==> config.mk <==
export PLATFORM = sky130hd
export DESIGN_NAME = midi_drum_trigger_pulser
export DESIGN_NICKNAME = d
export VERILOG_FILES = /design/src/sv/mdtp_pkg.sv /design/src/sv/mdtp_cfg.sv /design/src/sv/mdtp_engine.sv /design/src/sv/midi_drum_trigger_pulser.sv
export SDC_FILE = /design/constraint.sdc
export NUM_CORES = 1
export LEC_CHECK = 0
export ABC_AREA = 1
export BUFFER_PORTS_ARGS = -buffer_cell sky130_fd_sc_hd__clkbuf_2
export CAP_MARGIN = 30
export CORE_MARGIN = 4
export CORE_UTILIZATION = 53
export CTS_CLUSTER_DIAMETER = 30
export DETAILED_ROUTE_END_ITERATION = 6
export GPL_TIMING_DRIVEN = 0
export HOLD_SLACK_MARGIN = 0.02
export PLACE_DENSITY_LB_ADDON = 0.25
export SYNTH_ARGS = -nofsm -noshare
export SYNTH_HDL_FRONTEND = slang
export SYNTH_SLANG_ARGS = --single-unit
==> constraint.sdc <==
create_clock -name i_clk -period 1.9 [get_ports i_clk]
set_clock_uncertainty 0.05 [all_clocks]
set_input_delay 0.095 -clock i_clk [delete_from_list [all_inputs] [get_ports i_clk]]
set_output_delay 0.095 -clock i_clk [all_outputs]
set_load 0.01 [all_outputs]
==> src/sv/mdtp_pkg.sv <==
`default_nettype none

package mdtp_pkg;

    localparam int unsigned MAX_DRUMS  = 6;
    localparam int unsigned CLAP_DRUM  = 2;
    localparam int unsigned NOISE_PIN  = 6;
    localparam int unsigned ACCENT_PIN = 7;

    localparam int unsigned NOTE_W = 7;
    localparam int unsigned CNT_W  = 8;
    localparam int unsigned ACC_W  = 5;
    localparam int unsigned PIN_W  = 8;
    localparam int unsigned IDX_W  = 3;

    // command codes
    localparam logic CMD_TICK  = 1'b0;
    localparam logic CMD_EVENT = 1'b1;

    localparam logic [3:0] NOTE_ON_NIBBLE = 4'h9;

    // counter loads
    localparam logic [CNT_W-1:0] CLAP_LOAD   = 8'd140;
    localparam logic [CNT_W-1:0] DRUM_LOAD   = 8'd20;
    localparam logic [ACC_W-1:0] ACCENT_LOAD = 5'd20;
    localparam logic [CNT_W-1:0] CNT_STEP    = 8'd2;

    // clap sequence points
    localparam logic [CNT_W-1:0] CLAP_HIGH_A = 8'd120;
    localparam logic [CNT_W-1:0] CLAP_HIGH_B = 8'd80;
    localparam logic [CNT_W-1:0] CLAP_HIGH_C = 8'd40;
    localparam logic [CNT_W-1:0] CLAP_LOW_A  = 8'd100;
    localparam logic [CNT_W-1:0] CLAP_LOW_B  = 8'd60;
    localparam logic [CNT_W-1:0] NOISE_ON    = 8'd20;

    // register map, by word index
    localparam logic [IDX_W-1:0] REG_DRUM0      = 3'd0;
    localparam logic [IDX_W-1:0] REG_ACCENT_THR = 3'd6;

    localparam logic [MAX_DRUMS-1:0][NOTE_W-1:0] NOTE_RESET =
        {7'd49, 7'd46, 7'd42, 7'd39, 7'd38, 7'd36};
    localparam logic [NOTE_W-1:0] ACCENT_THR_RESET = 7'd100;
    localparam logic [PIN_W-1:0]  PINS_RESET       = 8'hFF;

    typedef struct packed {
        logic                   command;
        logic [7:0]             status_byte;
        logic [NOTE_W-1:0]      note_number;
        logic [NOTE_W-1:0]      velocity;
    } t_item;

    typedef struct packed {
        logic [MAX_DRUMS-1:0][NOTE_W-1:0] note;
        logic [NOTE_W-1:0]                accent_thr;
    } t_cfg;

endpackage

`default_nettype wire

==> src/sv/mdtp_cfg.sv <==
`default_nettype none

module mdtp_cfg
    import mdtp_pkg::*;
(
    input  wire logic        i_clk,
    input  wire logic        i_rst_n,
    input  wire logic        psel,
    input  wire logic        penable,
    input  wire logic        pwrite,
    input  wire logic [4:0]  paddr,
    input  wire logic [31:0] pwdata,
    output logic      [31:0] prdata,
    output logic             pready,
    output t_cfg             o_cfg
);

    t_cfg             r_cfg;
    logic [IDX_W-1:0] reg_idx;
    logic             wr_en;

    assign reg_idx = paddr[4:2];
    assign wr_en   = psel && penable && pwrite;
    assign pready  = 1'b1;
    assign o_cfg   = r_cfg;

    always_ff @(posedge i_clk) begin
        if (!i_rst_n) begin
            r_cfg.note       <= NOTE_RESET;
            r_cfg.accent_thr <= ACCENT_THR_RESET;
        end else if (wr_en) begin
            if (reg_idx < REG_ACCENT_THR) begin
                r_cfg.note[reg_idx] <= pwdata[NOTE_W-1:0];
            end else if (reg_idx == REG_ACCENT_THR) begin
                r_cfg.accent_thr <= pwdata[NOTE_W-1:0];
            end
        end
    end

    always_comb begin
        prdata = '0;
        if (reg_idx < REG_ACCENT_THR) begin
            prdata = {{(32-NOTE_W){1'b0}}, r_cfg.note[reg_idx]};
        end else if (reg_idx == REG_ACCENT_THR) begin
            prdata = {{(32-NOTE_W){1'b0}}, r_cfg.accent_thr};
        end
    end

endmodule

`default_nettype wire

==> src/sv/mdtp_engine.sv <==
`default_nettype none

module mdtp_engine
    import mdtp_pkg::*;
#(
    parameter int unsigned DRUM_COUNT = 6
) (
    input  wire logic             i_clk,
    input  wire logic             i_rst_n,
    input  wire logic             i_step,
    input  wire t_item            i_item,
    input  wire t_cfg             i_cfg,
    output logic      [PIN_W-1:0] o_pins
);

    logic [CNT_W-1:0] r_cnt [DRUM_COUNT];
    logic [CNT_W-1:0] n_cnt [DRUM_COUNT];
    logic [ACC_W-1:0] r_acc, n_acc;
    logic [PIN_W-1:0] r_pins, n_pins;
    logic             note_on;
    logic             found;

    assign note_on = (i_item.status_byte[7:4] == NOTE_ON_NIBBLE) && (i_item.velocity != '0);
    assign o_pins  = n_pins;

    always_comb begin
        n_cnt  = r_cnt;
        n_acc  = r_acc;
        n_pins = r_pins;
        found  = 1'b0;
        if (i_item.command == CMD_TICK) begin
            for (int i = 0; i < DRUM_COUNT; i++) begin
                if (r_cnt[i] != '0) begin
                    n_cnt[i] = (r_cnt[i] >= CNT_STEP) ? r_cnt[i] - CNT_STEP : '0;
                    if (i == CLAP_DRUM) begin
                        if (n_cnt[i] inside {CLAP_HIGH_A, CLAP_HIGH_B, CLAP_HIGH_C}) begin
                            n_pins[i] = 1'b1;
                        end else if (n_cnt[i] inside {CLAP_LOW_A, CLAP_LOW_B}) begin
                            n_pins[i] = 1'b0;
                        end else if (n_cnt[i] == NOISE_ON) begin
                            n_pins[NOISE_PIN] = 1'b0;
                        end else if (n_cnt[i] == '0) begin
                            n_pins[NOISE_PIN] = 1'b1;
                        end
                    end else if (n_cnt[i] == '0) begin
                        n_pins[i] = 1'b1;
                    end
                end
            end
            if (r_acc != '0) begin
                n_acc = r_acc - 1'b1;
                if (n_acc == '0) begin
                    n_pins[ACCENT_PIN] = 1'b1;
                end
            end
        end else if (note_on) begin
            // lowest numbered matching drum wins
            for (int i = 0; i < DRUM_COUNT; i++) begin
                if (!found && (i_cfg.note[i] == i_item.note_number)) begin
                    found     = 1'b1;
                    n_pins[i] = 1'b0;
                    n_cnt[i]  = (i == CLAP_DRUM) ? CLAP_LOAD : DRUM_LOAD;
                end
            end
            if (i_item.velocity > i_cfg.accent_thr) begin
                n_acc              = ACCENT_LOAD;
                n_pins[ACCENT_PIN] = 1'b0;
            end
        end
    end

    always_ff @(posedge i_clk) begin
        if (!i_rst_n) begin
            for (int i = 0; i < DRUM_COUNT; i++) begin
                r_cnt[i] <= '0;
            end
            r_acc  <= '0;
            r_pins <= PINS_RESET;
        end else if (i_step) begin
            r_cnt  <= n_cnt;
            r_acc  <= n_acc;
            r_pins <= n_pins;
        end
    end

endmodule

`default_nettype wire

==> src/sv/midi_drum_trigger_pulser.sv <==
// MIDI drum trigger pulser.
// Input channel (i_in_valid / o_in_ready): each transaction is either a
// timer tick (i_command = 0) or a MIDI event (i_command = 1). A note-on with
// nonzero velocity fires the first configured drum whose note matches and,
// when velocity exceeds the accent threshold, restarts the accent pulse.
// Output channel (o_out_valid / i_out_ready): one transaction per input,
// carrying the eight active-low pin levels after that step.
// Pipeline: an input register feeds the step logic, whose result is captured
// in the output register while the engine commits the updated counters. One
// item per cycle is sustained because the input register refills while the
// output is taken.
// If the receiver stalls, the output holds, the input register keeps one
// more item, and o_in_ready drops only when both are full.
// Configuration is an APB-style port, one register per 32-bit word:
// drum0..drum5 notes at 0x00..0x14, accent threshold at 0x18. Write only
// while the block is idle. Reset (synchronous, active low) empties both
// stages, zeroes all counters, sets every pin high and reloads the default
// drum notes and threshold.
`default_nettype none

module midi_drum_trigger_pulser
    import mdtp_pkg::*;
#(
    parameter int unsigned DRUM_COUNT = 6
) (
    input  wire logic              i_clk,
    input  wire logic              i_rst_n,
    // input channel
    input  wire logic              i_in_valid,
    output logic                   o_in_ready,
    input  wire logic              i_command,
    input  wire logic [7:0]        i_status_byte,
    input  wire logic [NOTE_W-1:0] i_note_number,
    input  wire logic [NOTE_W-1:0] i_velocity,
    // output channel
    output logic                   o_out_valid,
    input  wire logic              i_out_ready,
    output logic      [PIN_W-1:0]  o_trigger_pins,
    // configuration
    input  wire logic              psel,
    input  wire logic              penable,
    input  wire logic              pwrite,
    input  wire logic [4:0]        paddr,
    input  wire logic [31:0]       pwdata,
    output logic      [31:0]       prdata,
    output logic                   pready
);

    t_cfg             cfg;
    t_item            r_item;
    logic             r_in_valid;
    logic             r_out_valid;
    logic [PIN_W-1:0] r_out_pins;
    logic [PIN_W-1:0] step_pins;
    logic             in_fire;
    logic             advance;

    // input stage moves on whenever the output slot is free or being freed
    assign advance    = r_in_valid && (!r_out_valid || i_out_ready);
    assign o_in_ready = !r_in_valid || !r_out_valid || i_out_ready;
    assign in_fire    = i_in_valid && o_in_ready;

    assign o_out_valid    = r_out_valid;
    assign o_trigger_pins = r_out_pins;

    mdtp_cfg u_cfg (
        .i_clk   (i_clk),
        .i_rst_n (i_rst_n),
        .psel    (psel),
        .penable (penable),
        .pwrite  (pwrite),
        .paddr   (paddr),
        .pwdata  (pwdata),
        .prdata  (prdata),
        .pready  (pready),
        .o_cfg   (cfg)
    );

    // counters and pin state commit only when the step result is registered
    mdtp_engine #(
        .DRUM_COUNT (DRUM_COUNT)
    ) u_engine (
        .i_clk   (i_clk),
        .i_rst_n (i_rst_n),
        .i_step  (advance),
        .i_item  (r_item),
        .i_cfg   (cfg),
        .o_pins  (step_pins)
    );

    // input register: payload needs no reset
    always_ff @(posedge i_clk) begin
        if (in_fire) begin
            r_item.command     <= i_command;
            r_item.status_byte <= i_status_byte;
            r_item.note_number <= i_note_number;
            r_item.velocity    <= i_velocity;
        end
    end

    always_ff @(posedge i_clk) begin
        if (!i_rst_n) begin
            r_in_valid <= 1'b0;
        end else if (in_fire) begin
            r_in_valid <= 1'b1;
        end else if (advance) begin
            r_in_valid <= 1'b0;
        end
    end

    // output register
    always_ff @(posedge i_clk) begin
        if (!i_rst_n) begin
            r_out_valid <= 1'b0;
        end else if (advance) begin
            r_out_valid <= 1'b1;
        end else if (i_out_ready) begin
            r_out_valid <= 1'b0;
        end
    end

    always_ff @(posedge i_clk) begin
        if (advance) begin
            r_out_pins <= step_pins;
        end
    end

endmodule

`default_nettype wire

Word-level counts from Yosys, hierarchy flattened
Cells that the tools add are included.

word-level totals
  bits in registers = 143
  output and inout bits = 43

cells by class
  add/subtract/negate cells = 7
  $lt $le $gt $ge = 10
  eq/ne operators = 22
  multiplexer cells = 82
  bitwise operators = 1
  reduce and logical (&&, ||, !) cells = 56

operator list
  cell                                                                   number
  8-bit two-way mux                                                      18
  48-bit two-way mux                                                     2
  1-bit two-way mux                                                      49
  8-bit by 2-bit >= comparator with 1-bit output, second input constant  6
  8-bit logical NOT                                                      6
  8-bit nonzero test                                                     6
  8-bit by 2-bit subtractor with 8-bit output, second input constant     6
  42-bit bitwise mux                                                     1
  7-bit == test                                                          6
  32-bit two-way mux                                                     1
  4-bit AND reduction                                                    7
  8-bit by 7-bit == test with 1-bit output, second input constant        3
  7-bit binary-select mux with 3-bit select                              1
  7-bit demux with 3-bit select                                          1
  7-bit two-way mux                                                      3
  5-bit two-way mux                                                      4
  2-bit nonzero test                                                     10
  8-bit by 6-bit == test with 1-bit output, second input constant        2
  2-bit by 1-bit != test with 1-bit output, second input constant        8
  6-bit two-way mux                                                      2
  1-bit logical AND                                                      11
  8-bit by 5-bit == test with 1-bit output, second input constant        1
  7-bit greater-than comparator                                          1
  1-bit logical NOT                                                      7
  other kinds (14)                                                       16

Logic depth before layout (Yosys ltp)
Gate-level depths: netlist (run 1).

  depth in word-level cells = 29
  mapped depth = 15
  gate-level depth less buffers = 14

Cells and area by module
From an unflattened synthesis (run 1), not the netlist that was laid out.

unflattened totals
  cell total of the unflattened synthesis = 1284
  area, all modules = 8727.1 um2

by module, submodules not included
  module                    times used  cells each  area an instance (um2)  sequential area each (um2)
  mdtp_engine               1           811         4967.3                  1221.2
  mdtp_cfg                  1           430         2735.1                  980.9
  midi_drum_trigger_pulser  1           43          1024.7                  970.9

Worst setup path before layout (run 1)
OpenSTA, ideal clock, no wires.

  path kind = reg2reg
  start point = reg u_engine.r_cnt[25] (netlist name)
  end point = reg r_out_pins[2], in the netlist o_trigger_pins[2], data pin
  library setup time = 0.255 ns
  arrival = 1.573 ns
  required time = 1.595 ns
  slack = 0.022 ns
  stages on the path, launching flop included = 13
  path buffers = 0
  period minus slack after synthesis = 1.878 ns
  path through = dfxtp_1 > inv_1 > ha_1 > nand2_1 > nor2_1 > nand2_1 > nand2_1 > nand2_1 > nor2_1 > nand3_1 > nand3_1 > nand3_1 > and2_1

on the way
  word-level cells in the longest chain between the ends = 8
  elaborated cells on any way between the ends = 15
  those cells by class = add/sub (1); order compare (1); eq/ne (5); mux (5); reduce/logical (3)

ends and longest elaborated chain
  what                                                                                                           RTL line                         RTL
  start: declaration                                                                                             mdtp_engine.sv:16                logic [CNT_W-1:0] r_cnt [DRUM_COUNT];
  start signal: assignment                                                                                       mdtp_engine.sv:80                r_cnt <= n_cnt;
  8-bit by 2-bit subtractor with 8-bit output or 8-bit by 2-bit >= comparator with 1-bit output (tied branches)  mdtp_engine.sv:34                n_cnt[i] = (r_cnt[i] >= CNT_STEP) ? r_cnt[i] - CNT_STEP : '0;
  8-bit two-way mux                                                                                              mdtp_engine.sv:34
  8-bit by 7-bit == test with 1-bit output or 8-bit by 6-bit == test with 1-bit output (tied branches)           mdtp_engine.sv:38                end else if (n_cnt[i] inside {CLAP_LOW_A, CLAP_LOW_B}) begin
  2-bit nonzero test                                                                                             mdtp_engine.sv:38
  1-bit two-way mux                                                                                              mdtp_engine.sv:38
  1-bit two-way mux                                                                                              mdtp_engine.sv:36                if (n_cnt[i] inside {CLAP_HIGH_A, CLAP_HIGH_B, CLAP_HIGH_C}) begin
  1-bit two-way mux *                                                                                            mdtp_engine.sv:33                if (r_cnt[i] != '0) begin
  6-bit two-way mux *                                                                                            mdtp_engine.sv:31                if (i_item.command == CMD_TICK) begin
  named net step_pins[2]                                                                                         midi_drum_trigger_pulser.sv:54   logic [PIN_W-1:0] step_pins;
  end signal: assignment                                                                                         midi_drum_trigger_pulser.sv:124  r_out_pins <= step_pins;
  end: declaration                                                                                               midi_drum_trigger_pulser.sv:53   logic [PIN_W-1:0] r_out_pins;

Mark *: on every way through the listed nets, which the timed path passes. The rest lies on a longest branch.
A chain may end at the register's enable or synchronous reset.

Worst setup path after layout (run 1)
  start point = reg r_item[13] (netlist name)
  end point = reg u_engine.r_cnt[25] (netlist name)

on the way
  word-level cells in the longest chain between the ends = 13
  elaborated cells on any way between the ends = 15
  those cells by class = eq/ne (4); mux (6); reduce/logical (5)

ends and longest elaborated chain
  what                                                  RTL line                        RTL
  start: declaration                                    midi_drum_trigger_pulser.sv:50  t_item r_item;
  7-bit == test                                         mdtp_engine.sv:59               if (!found && (i_cfg.note[i] == i_item.note_number)) begin
  1-bit two-way mux                                     mdtp_engine.sv:59
  1-bit two-way mux                                     mdtp_engine.sv:56               end else if (note_on) begin
  1-bit two-way mux                                     mdtp_engine.sv:31
  1-bit logical NOT                                     mdtp_engine.sv:59
  1-bit logical AND                                     mdtp_engine.sv:59
  1-bit two-way mux                                     mdtp_engine.sv:59
  1-bit two-way mux                                     mdtp_engine.sv:56
  1-bit two-way mux                                     mdtp_engine.sv:31
  1-bit logical NOT                                     mdtp_engine.sv:59
  1-bit logical AND *                                   mdtp_engine.sv:59
  2-bit by 1-bit != test with 1-bit output (no line) *  n/a
  4-bit AND reduction (no line) *                       n/a

Mark *: on every way between the ends. The rest lies on a longest branch, timed or not. The select of a mux whose other input is x is not followed.

==> results of run 1 <==
==> cell type report <==
class                           instances  area (um^2)
Multi-Input combinational cell        836         4870
Fill cell                            1254         4810
Sequential cell                       139         3060
Timing Repair Buffer                   98          678
Inverter                              146          567
Buffer                                 59          457
Clock buffer                           17          425
Tap cell                              211          264
Clock inverter                         15          125
==> per-stage QoR <==
stage | utilization [%] | hold WS, ns | instance area [um^2]
finish | 68.5 | 0.0279 | 10400
global route | 68.5 | 0.0242 | 10400
detailed placement | 58.3 | 0.224 | 8900
floorplan | - | 0.144 | 8370
global placement | 58.3 | 0.222 | 8890
CTS | 64.5 | 0.0225 | 9840
==> worst max-delay path, cell delays in order, from the launching register on <==
cell,delay (ns)
edfxtp_1,0.42
buf_8,0.18
xnor2_4,0.15
nand3_2,0.13
nor3_4,0.32
nand2_4,0.11
nand2_4,0.10
nand3_4,0.09
buf_4,0.17
nand2_1,0.06
a21oi_1,0.05
==> metal layers <==
layer | vias up | wire [um]
li1 | 4013 | -
met4 | 0 | 936
met5 | - | 0
met1 | 3765 | 9690
met3 | 72 | 1770
met2 | 398 | 11600
==> registers in the layout (all words and copies together), names as in the netlist <==
register	flops
u_engine.r_pins	8
u_cfg.o_cfg	49
u_engine.r_cnt	48
o_trigger_pins	8
u_engine.r_acc	5
r_in_valid	1
r_item	19
o_out_valid	1
==> cell usage in the layout (no fill, tap or decap), drive strengths merged, types with 4 or more instances in the layout <==
master,instances
dfxtp,112
nand2,250
inv,148
dlygate4sd3,27
xnor2,24
o2111ai,4
o211ai,7
a211oi,8
conb,26
nand3,91
o22ai,4
nand4,21
buf,62
clkinv,8
nor2,176
o21ai,73
clkinvlp,4
ha,16
xor2,15
clkbuf,85
a21oi,76
nor3,12
or2,5
edfxtp,27
==> path summary, 6_finish.rpt <==
check	startpoint	to	depth (start not counted)
max	r_item[13]	u_engine.r_cnt[25]	10
min	pwdata[2]	u_cfg.o_cfg[2]	3
max reg2reg	r_item[13]	u_engine.r_cnt[25]	10
min reg2reg	u_engine.r_cnt[16]	u_engine.r_cnt[16]	2
==> cells in the mapped netlist (3+ instances only) <==
cell	instances	share of area (%)
nand2_1	235	11
nor2_1	158	7.2
inv_1	125	5.7
dfxtp_1	112	27
nand3_1	87	5.3
a21oi_1	76	4.6
o21ai_0	65	3.9
buf_4	27	2.4
edfxtp_1	27	9.8
xnor2_1	20	2.1
inv_2	17	0.77
nand4_1	17	1.3
ha_1	16	2.4
xor2_1	15	1.6
nor2_2	13	0.98
buf_6	11	1.5
clkbuf_1	11	0.50
nand2_2	11	0.83
nor3_1	9	0.54
buf_2	7	0.42
o211ai_1	7	0.63
o21ai_1	7	0.42
a211oi_2	6	0.91
nor2_4	5	0.68
nand2_4	4	0.54
o2111ai_1	4	0.42
o22ai_1	4	0.30
xnor2_2	4	0.79
a221oi_1	3	0.32
a22oi_1	3	0.27
buf_1	3	0.14
inv_4	3	0.23
nand3_2	3	0.36
o21a_1	3	0.27
o21bai_1	3	0.27
or2_2	3	0.23
==> cell families after synthesis <==
group | share of synthesized area (%)
other | 0.0907
XOR/XNOR | 4.49
flip-flops | 36.9
buffers and inverters | 11.7
adder cells (fa/ha/maj) | 2.42
AO/OA/AOI/OAI | 14.0
AND/OR/NAND/NOR | 30.4
==> timing repair <==
action | in CTS | in global routing
buffers inserted | 2 | 13
gates resized for setup | 29 | 121
gates cloned | 0 | 4
endpoints found under the hold margin | 36 | 0
setup endpoints to repair | 51 | 63
pin swaps | 6 | 36
hold buffers | 27 | 0
==> where the power goes <==
group	switching, uW	leakage (uW)	internal (uW)
sequential	59.3	0.00116	3100
combinational	893	0.00328	535
clock	1340	0.000260	1790
total	2300	0.00470	5430
==> impl_metrics.ini, run 1 <==
[outcome]
status = complete, but fails checks
violations = setup timing

[yosys]
synth-seq-cells = 139
synth_edf_count = 27
syn_area_per_cell_um2 = 7.17
synthCells = 1155
yosysWarnings = 0
ys.flop_type = dfxtp_1
seq_area_frac_synth_pct = 36.9
async_reset_ff_share_pct = 0
synthesis.area_um2 = 8280
ys_types = 59

[global_route]
top_usage_layer = met2
grt_usage_pct = 25.8
use_met2_pct = 42.8
met1_usage_pct = 31.9
antenna_found_initial = 0
grt.met3_usage_pct = 6.39
grt_overflow_total = 0
grt_pass1_vias = 7445
grt_start_max_net_pins = 18
grt_pass1_wl_um = 36500

[timing]
setup-violations-final = 11
tns_ns = -0.460
fmax_mhz = 506
tightest_slew_ns = 0.951
post-route-min-period_ns = 1.98
rsz0062_at_grt = true
relSlewSlack_pct = 36.6
fin_ws_ns = -0.0773
period_share_pct = 104
drv_slew = 0
hold_violations = 0

[route]
dr_total_vias = 8248
drc = 0
drtAntennaViolNets = 0
routedWlPerCell_um = 15.8
via_per_inst = 5.42
routed_wl_um = 24000
detailedRoute.firstIterationViolations = 686
drtPass1Iterations = 6

[clocking]
cts_tree = yes
clk_pin_slew_worst_paths_ns = 0.06
clock_latency_ns = 0.43
numCtsBuffers = 17
cts_root_buf = clkbuf_16
cts_buffer_depth = 2
htreeDepth = 4
clkSinkCount = 139

[die]
die_area_um2 = 17700
core_um2 = 15300
die_w_um = 133
die_h_um = 133
rows = 45
io_pins = 110
start_util_pct = 54.3

[placed_design]
pre_cts_slack_ns = -0.333
hpwl_um = 15800
io_buffers = 52
dp_cells = 1443
place_congestion = 0.934

[layout]
antenna_cells = 0
final_cells = 1521
final_layout_size_suffix_gt1_share_pct = 24.0
area_growth_pct = 26.2
fin_nets = 1380

[setup_path]
arrival_ns = 2.22
startpoint_type = flop
end_kind = flop
crit_type = reg -> reg
worstPathRequired_ns = 2.15
cp_max_fo = 7
regToRegSetupSlack_ns = -0.08

[power_and_ir_drop]
power_density_nw_per_um2 = 739
ir_worst_vdd_mv = 0.675
power.total_uw = 7720
power.leakage_uw = 0.00470

[job]
maxCapViolations = 0

[worst_hold_path]
hold_class = in -> reg
(Power assumes the default switching activity.)
==> run 2: changes to the inputs <==
--- a/config.mk
+++ b/config.mk
@@ -6,12 +6,12 @@
 export NUM_CORES = 1
 export LEC_CHECK = 0
 export ABC_AREA = 1
-export BUFFER_PORTS_ARGS = -buffer_cell sky130_fd_sc_hd__clkbuf_2
 export CAP_MARGIN = 30
 export CORE_MARGIN = 4
-export CORE_UTILIZATION = 53
+export CORE_UTILIZATION = 58
 export CTS_CLUSTER_DIAMETER = 30
 export DETAILED_ROUTE_END_ITERATION = 6
+export DONT_BUFFER_PORTS = 1
 export GPL_TIMING_DRIVEN = 0
 export HOLD_SLACK_MARGIN = 0.02
 export PLACE_DENSITY_LB_ADDON = 0.25
==> run 2 against run 1 <==
Effect of this change: the run ends with hold timing, setup timing left; combinational power is 3% lower; final cell count decreased by 5.0%; die area down 8.1%; non-clock buffer count decreased by 44; first-iteration DRC count grew 6.4%; fmax up 0.93%; critical path depth fell by 3; flip-flop and latch count did not move; total power increased by 0.54%; global-route usage rose by 2.1 points; critical endpoint is now u_engine.r_cnt[5].
==> impl_metrics.ini, run 2 (synthesized netlist as in run 1, its figures left out) <==
[timing]
relSlewSlack_pct = 37.8
rsz0062_at_grt = true
fin_ws_ns = -0.0590
tightest_slew_ns = 0.933
hold_violations = 1
setup-violations-final = 8
fmax_mhz = 510
drv_slew = 0
post-route-min-period_ns = 1.96
period_share_pct = 103
hold_slack_ns = -0.00296

[route]
route.met3.wl_um = 1940
routed-wl-met2_um = 12000
routed_wl_um = 24200
routedWlPerCell_um = 16.7
drtAntennaViolNets = 0
wl_met1_um = 9360
drc = 0
dr_total_vias = 8187
top_layer_used = met4
via_per_inst = 5.67
detailedRoute.firstIterationViolations = 730
drtPass1Iterations = 6

[setup_path]
crit_type = reg -> reg
startpoint_type = flop
rr_endpoint = u_engine.r_cnt[5]
arrival_ns = 2.23
regToRegSetupSlack_ns = -0.06
cpMostUsedCell = nor2_1
end_kind = flop
worstPathRequired_ns = 2.17
path_cells = clkinvlp_4 > buf_4 > clkbuf_4 > nand2_1 > nor2_1 > a21oi_1 > nor2_1
crit_buf_inv = 3
cp_max_fo = 10
crit_slowest_cell = edfxtp_1
reg2reg_depth = 7
slowest_delay_ns = 0.53
path_delay_family = buffers and inverters
path_depth = 7
r2r-start = r_item[22]

[power_and_ir_drop]
power.leakage_uw = 0.00455
ir_worst_vdd_mv = 0.712
power.total_uw = 7760
power_density_nw_per_um2 = 754

[layout]
fillers = 1048
area_growth_pct = 24.4
final_layout_size_suffix_gt1_share_pct = 22.7
final_cell_mix = nand2_1, nor2_1, inv_1
fin_area_um2 = 10300
final_cells = 1445
multiInputGateArea_um2 = 4920
final_common_cell = nand2_1
largest_reg_flops = 49
antenna_cells = 0
seqCellArea_um2 = 3050
fin_nets = 1336

[placed_design]
place_congestion = 0.956
hpwl_um = 15400
dp_cells = 1360
io_buffers = 0
place_area_um2 = 8600

[worst_hold_path]
hp-start = paddr[2]
holdPathEnd = u_cfg.o_cfg[23]
hold_class = in -> reg
hold_depth = 5

[clocking]
cts_root_buf = clkbuf_16
cts_buffer_depth = 2
clock_latency_ns = 0.44
clkSinkCount = 139
htreeDepth = 4
clk_pin_slew_worst_paths_ns = 0.06
cts_tree = yes
numCtsBuffers = 17

[global_route]
grt_pass1_vias = 7148
grt_overflow_total = 0
antenna_found_initial = 0
grt_start_max_net_pins = 18
grt_usage_pct = 27.9
grt_pass1_wl_um = 35600

[die]
start_util_pct = 59.4
io_pins = 110
die_w_um = 127
core_um2 = 13900
die_area_um2 = 16200
die_h_um = 127
rows = 43

[job]
maxCapViolations = 0

[outcome]
status = complete, but fails checks
violations = hold timing, setup timing
## run 2: cell types whose count changed in the layout (fill, tap and decap cells not counted), sizes merged
cell,before,now
buf,62,63
clkbuf,85,39
clkinv,8,2
clkinvlp,4,2
dlygate4sd3,27,33
inv,148,150
nand2,250,251
nand4,21,20
## run 2: report_power, final
group / internal, uW / switching [uW]
clock network: 1910 / 1310
registers: 3100 / 66.2
logic: 503 / 877
## run 2: timing repair
| item | CTS | global route |
|---|---|---|
| setup endpoints to repair | 47 | 68 |
| setup buffers | 4 | 12 |
| hold buffers | 33 | 0 |
| gates resized for setup | 29 | 149 |
| gates cloned | 1 | 4 |
| hold endpoints to repair | 75 | 0 |
| pin swaps | 6 | 38 |
## run 2: metrics by stage
step	hold slack, ns	worst slack [ns]	util [%]	TNS, ns
floorplan	0.144	0.0221	-	0
global placement	0.144	-0.317	61.7	-5.82
finish	-0.00296	-0.0590	73.9	-0.152
CTS	0.0227	-0.0434	69.1	-0.0454
detailed placement	0.144	-0.296	61.7	-3.47
global route	0.0220	-0.169	73.9	-2.33
## run 2: worst max path at each step
stage / slack [ns] / start / endpoint
after detailed placement: -0.30 / r_item[22] / o_trigger_pins[2]
after floorplan: 0.02 / u_engine.r_cnt[25] / o_trigger_pins[2]
after global placement: -0.32 / r_item[22] / o_trigger_pins[2]
after global routing: -0.17 / u_engine.r_cnt[25] / o_trigger_pins[2]
after CTS: -0.04 / u_engine.r_cnt[25] / o_trigger_pins[2]
final: -0.06 / r_item[22] / u_engine.r_cnt[5]
## run 2: final cells by class
type / count / share of cell area (%)
clock buffers: 22 / 4.62
plain buffers: 59 / 4.45
inverters: 146 / 5.53
repair buffers: 54 / 5.02
clock inverters: 9 / 0.814
well taps: 180 / 2.19
flip-flops and latches: 139 / 29.7
multi-input cells: 836 / 47.7
## run 2: worst register-to-register path, stage by stage (launching register included)
cell	delay, ns
edfxtp_1	0.53
clkinvlp_4	0.34
buf_4	0.29
clkbuf_4	0.23
nand2_1	0.13
nor2_1	0.06
a21oi_1	0.13
nor2_1	0.07
## run 2: per-layer routing
layer  up-vias  GRT usage, %
li1       3931             -
met1      3778          34.0
met2       407          46.5
met3        71          6.69
met4         0          13.0
met5         -             0
==> run 3: changes to the inputs <==
--- a/config.mk
+++ b/config.mk
@@ -5,7 +5,6 @@
 export SDC_FILE = /design/constraint.sdc
 export NUM_CORES = 1
 export LEC_CHECK = 0
-export ABC_AREA = 1
 export CAP_MARGIN = 30
 export CORE_MARGIN = 4
 export CORE_UTILIZATION = 58
==> run 3 against run 2 <==
Effect of this change: the run ends with setup timing left; sequential share of layout area down 0.15 points; clock-buffer cell count decreased by 3; fmax fell by 33%; die area down 4.5%; first-iteration DRC count grew 59%; area after synthesis shrank 4.8%; hold slack better by 0.071 ns; combinational power down 33%; global-route usage is 3.2 points higher; sequential power fell by 2%; wire length is 9.5% higher; critical path type unchanged; critical endpoint is now u_engine.r_cnt[21].
==> impl_metrics.ini, run 3 <==
[outcome]
status = complete, but fails checks
violations = setup timing

[yosys]
synth_top_area_share_pct = 28.4
synth-seq-cells = 139
yosysWarnings = 0
yosys.area.top_type = dfxtp_1
yosys-top-cells-count = dfxtp_1, nor2_1, nand2_1
synth_most_common_cell = dfxtp_1
ys.flop_type = dfxtp_1
syn_area_per_cell_um2 = 8.69
synthesis.area_um2 = 7880
synth_edf_count = 27
synthCells = 907
synth.area.top_cells = dfxtp_1, edfxtp_1, mux2i_1, nor2_1, nand2_1
async_reset_ff_share_pct = 0
ys_types = 79
seq_area_frac_synth_pct = 38.7

[die]
io_pins = 110
core_um2 = 13300
die_h_um = 125
rows = 42
die_w_um = 125
start_util_pct = 59.3
die_area_um2 = 15500

[global_route]
grt_overflow_total = 0
grt_start_max_net_pins = 20
grt_usage_pct = 31.1
grt_pass1_wl_um = 38700
grt_pass1_vias = 7191
antenna_found_initial = 0

[timing]
setup-violations-final = 73
fin_ws_ns = -1.01
fmax_mhz = 344
hold_slack_ns = 0.0677
period_share_pct = 153
tightest_slew_ns = 0.927
tns_ns = -36.17
drv_slew = 0
post-route-min-period_ns = 2.91
hold_violations = 0
relSlewSlack_pct = 38.0
rsz0062_at_grt = true

[clocking]
cts_tree = yes
clkSinkCount = 139
clock_latency_ns = 0.43
numCtsBuffers = 17
clk_pin_slew_worst_paths_ns = 0.06
cts_root_buf = clkbuf_16
htreeDepth = 4
cts_buffer_depth = 2

[setup_path]
crit_slowest_cell = or4b_4
worstPathRequired_ns = 2.13
startpoint_type = flop
slowest_delay_ns = 0.52
cp_max_fo = 4
path_delay_family = simple AND/OR/NAND/NOR gates
path_cells = buf_6 > xor2_1 > nor4_2 > nand4_1 > buf_4 > or4b_4 > a221oi_4 > mux2i_1 > nor2_1
crit_type = reg -> reg
arrival_ns = 3.14
crit_buf_inv = 2
end_kind = flop

[placed_design]
place_congestion = 0.952
io_buffers = 0
pre_cts_slack_ns = -0.946
hpwl_um = 15100

[layout]
antenna_cells = 0
fin_util_pct = 78.1
final_cell_mix = dfxtp_1, nor2_1, nand2_1
multiInputGateArea_um2 = 5060
final_layout_size_suffix_gt1_share_pct = 25.9
area_growth_pct = 31.7
largest_reg_flops = 49
fin_nets = 1116
fillers = 788
final_common_cell = dfxtp_1
seqCellArea_um2 = 3060

[route]
via_per_inst = 6.52
drc = 0
dr_total_vias = 7967
drtPass1Iterations = 6
detailedRoute.firstIterationViolations = 1163
drtAntennaViolNets = 0
routedWlPerCell_um = 21.7
routed_wl_um = 26500

[power_and_ir_drop]
clockPowerShare_pct = 46.3
power.internal_uw = 5530
power.total_uw = 7510
ir_worst_vdd_mv = 0.943
power.leakage_uw = 0.00397
power.share.switching_pct = 26.3
power_frac_comb_pct = 12.2
power_density_nw_per_um2 = 723
power_frac_seq_pct = 41.4
switchingPower_uw = 1970

[job]
maxCapViolations = 0

[worst_hold_path]
hold_class = in -> reg
[run 3: changes by cell type in the layout (fill, tap and decap cells not counted), moves of 16 or more]
cell     before  now
o21ai_0      57   26
nand2_2      47    3
a21oi_1      67   34
nor2_1      138   83
nand3_1      77   17
inv_2        18    2
nand2_1     189   70
nor3_1        6   27
inv_1       121   35
mux2i_1       0   50
[run 3: metrics by stage]
| stage | area [um^2] | cells |
|---|---|---|
| 2_1_floorplan | 8250 | 931 |
| 3_3_place_gp | 8470 | 1107 |
| 3_5_place_dp | 8470 | 1107 |
| 4_1_cts | 9930 | 1203 |
| 5_1_grt | 10400 | 1222 |
| 6_report | 10400 | 1222 |
[run 3: cells by family (layout without fill, tap and decap cells)]
kind of cell             Yosys count  in the layout  synth area share (%)
other                              2             26                0.0953
AND/OR/NAND/NOR                  320            320                  19.9
multiplexers                      63             63                  8.92
buffers and inverters            117            232                  7.13
adder cells (fa/ha/maj)           16             16                  2.54
XOR/XNOR                          55             55                  6.21
AO/OA/AOI/OAI                    195            195                  16.5
flip-flops                       139            139                  38.7
[run 3: path summary, 6_finish.rpt]
check	from	endpoint	slack [ns]	cells after the start
min	paddr[2]	u_cfg.o_cfg[31]	0.07	4
max	r_item[8]	u_engine.r_cnt[21]	-1.01	9
min reg2reg	u_engine.r_pins[6]	u_engine.r_pins[6]	0.44	2
max reg2reg	r_item[8]	u_engine.r_cnt[21]	-1.01	9
[run 3: cell type report]
| cell class | count | share of cell area, % |
|---|---|---|
| Clock buffer | 19 | 4.27 |
| Inverter | 39 | 1.53 |
| Tap cell | 176 | 2.12 |
| Timing Repair Buffer | 86 | 7.76 |
| Sequential cell | 139 | 29.5 |
| Multi-Input combinational cell | 675 | 48.7 |
| Clock inverter | 13 | 1.59 |
| Buffer | 75 | 4.49 |
[run 3: routing by layer]
layer,share of wire (%),global-route usage [%],vias to the layer above
met4,5.9,16.8,0
met1,38,40.9,3693
met3,11,7.68,162
li1,-,-,3488
met2,45,47.2,624
met5,0,0,-
[run 3: repair_timing]
action                                 in CTS  in global routing
hold buffers                               31                  0
setup endpoints to repair                  75                 95
gates cloned                                1                  0
pin swaps                                  39                 38
buffers inserted                           34                 23
gates resized for setup                    78                 86
endpoints found under the hold margin      73                  0
[run 3: power by group through the flow]
stage	Clock (uW)	Combinational, uW	Sequential (uW)
global route	3600	965	3110
global placement	0	661	3170
finish	3480	919	3110
floorplan	0	522	3160
CTS	3450	802	3110
detailed placement	0	669	3170
[run 3: worst register-to-register path, delay by kind of cell, from the launching register on]
family | cells | cell delay (ns)
buf+inv | 2 | 0.35
flops | 1 | 0.40
xor+xnor | 1 | 0.15
simple gates | 4 | 1.13
mux | 1 | 0.28
compound gates | 1 | 0.41
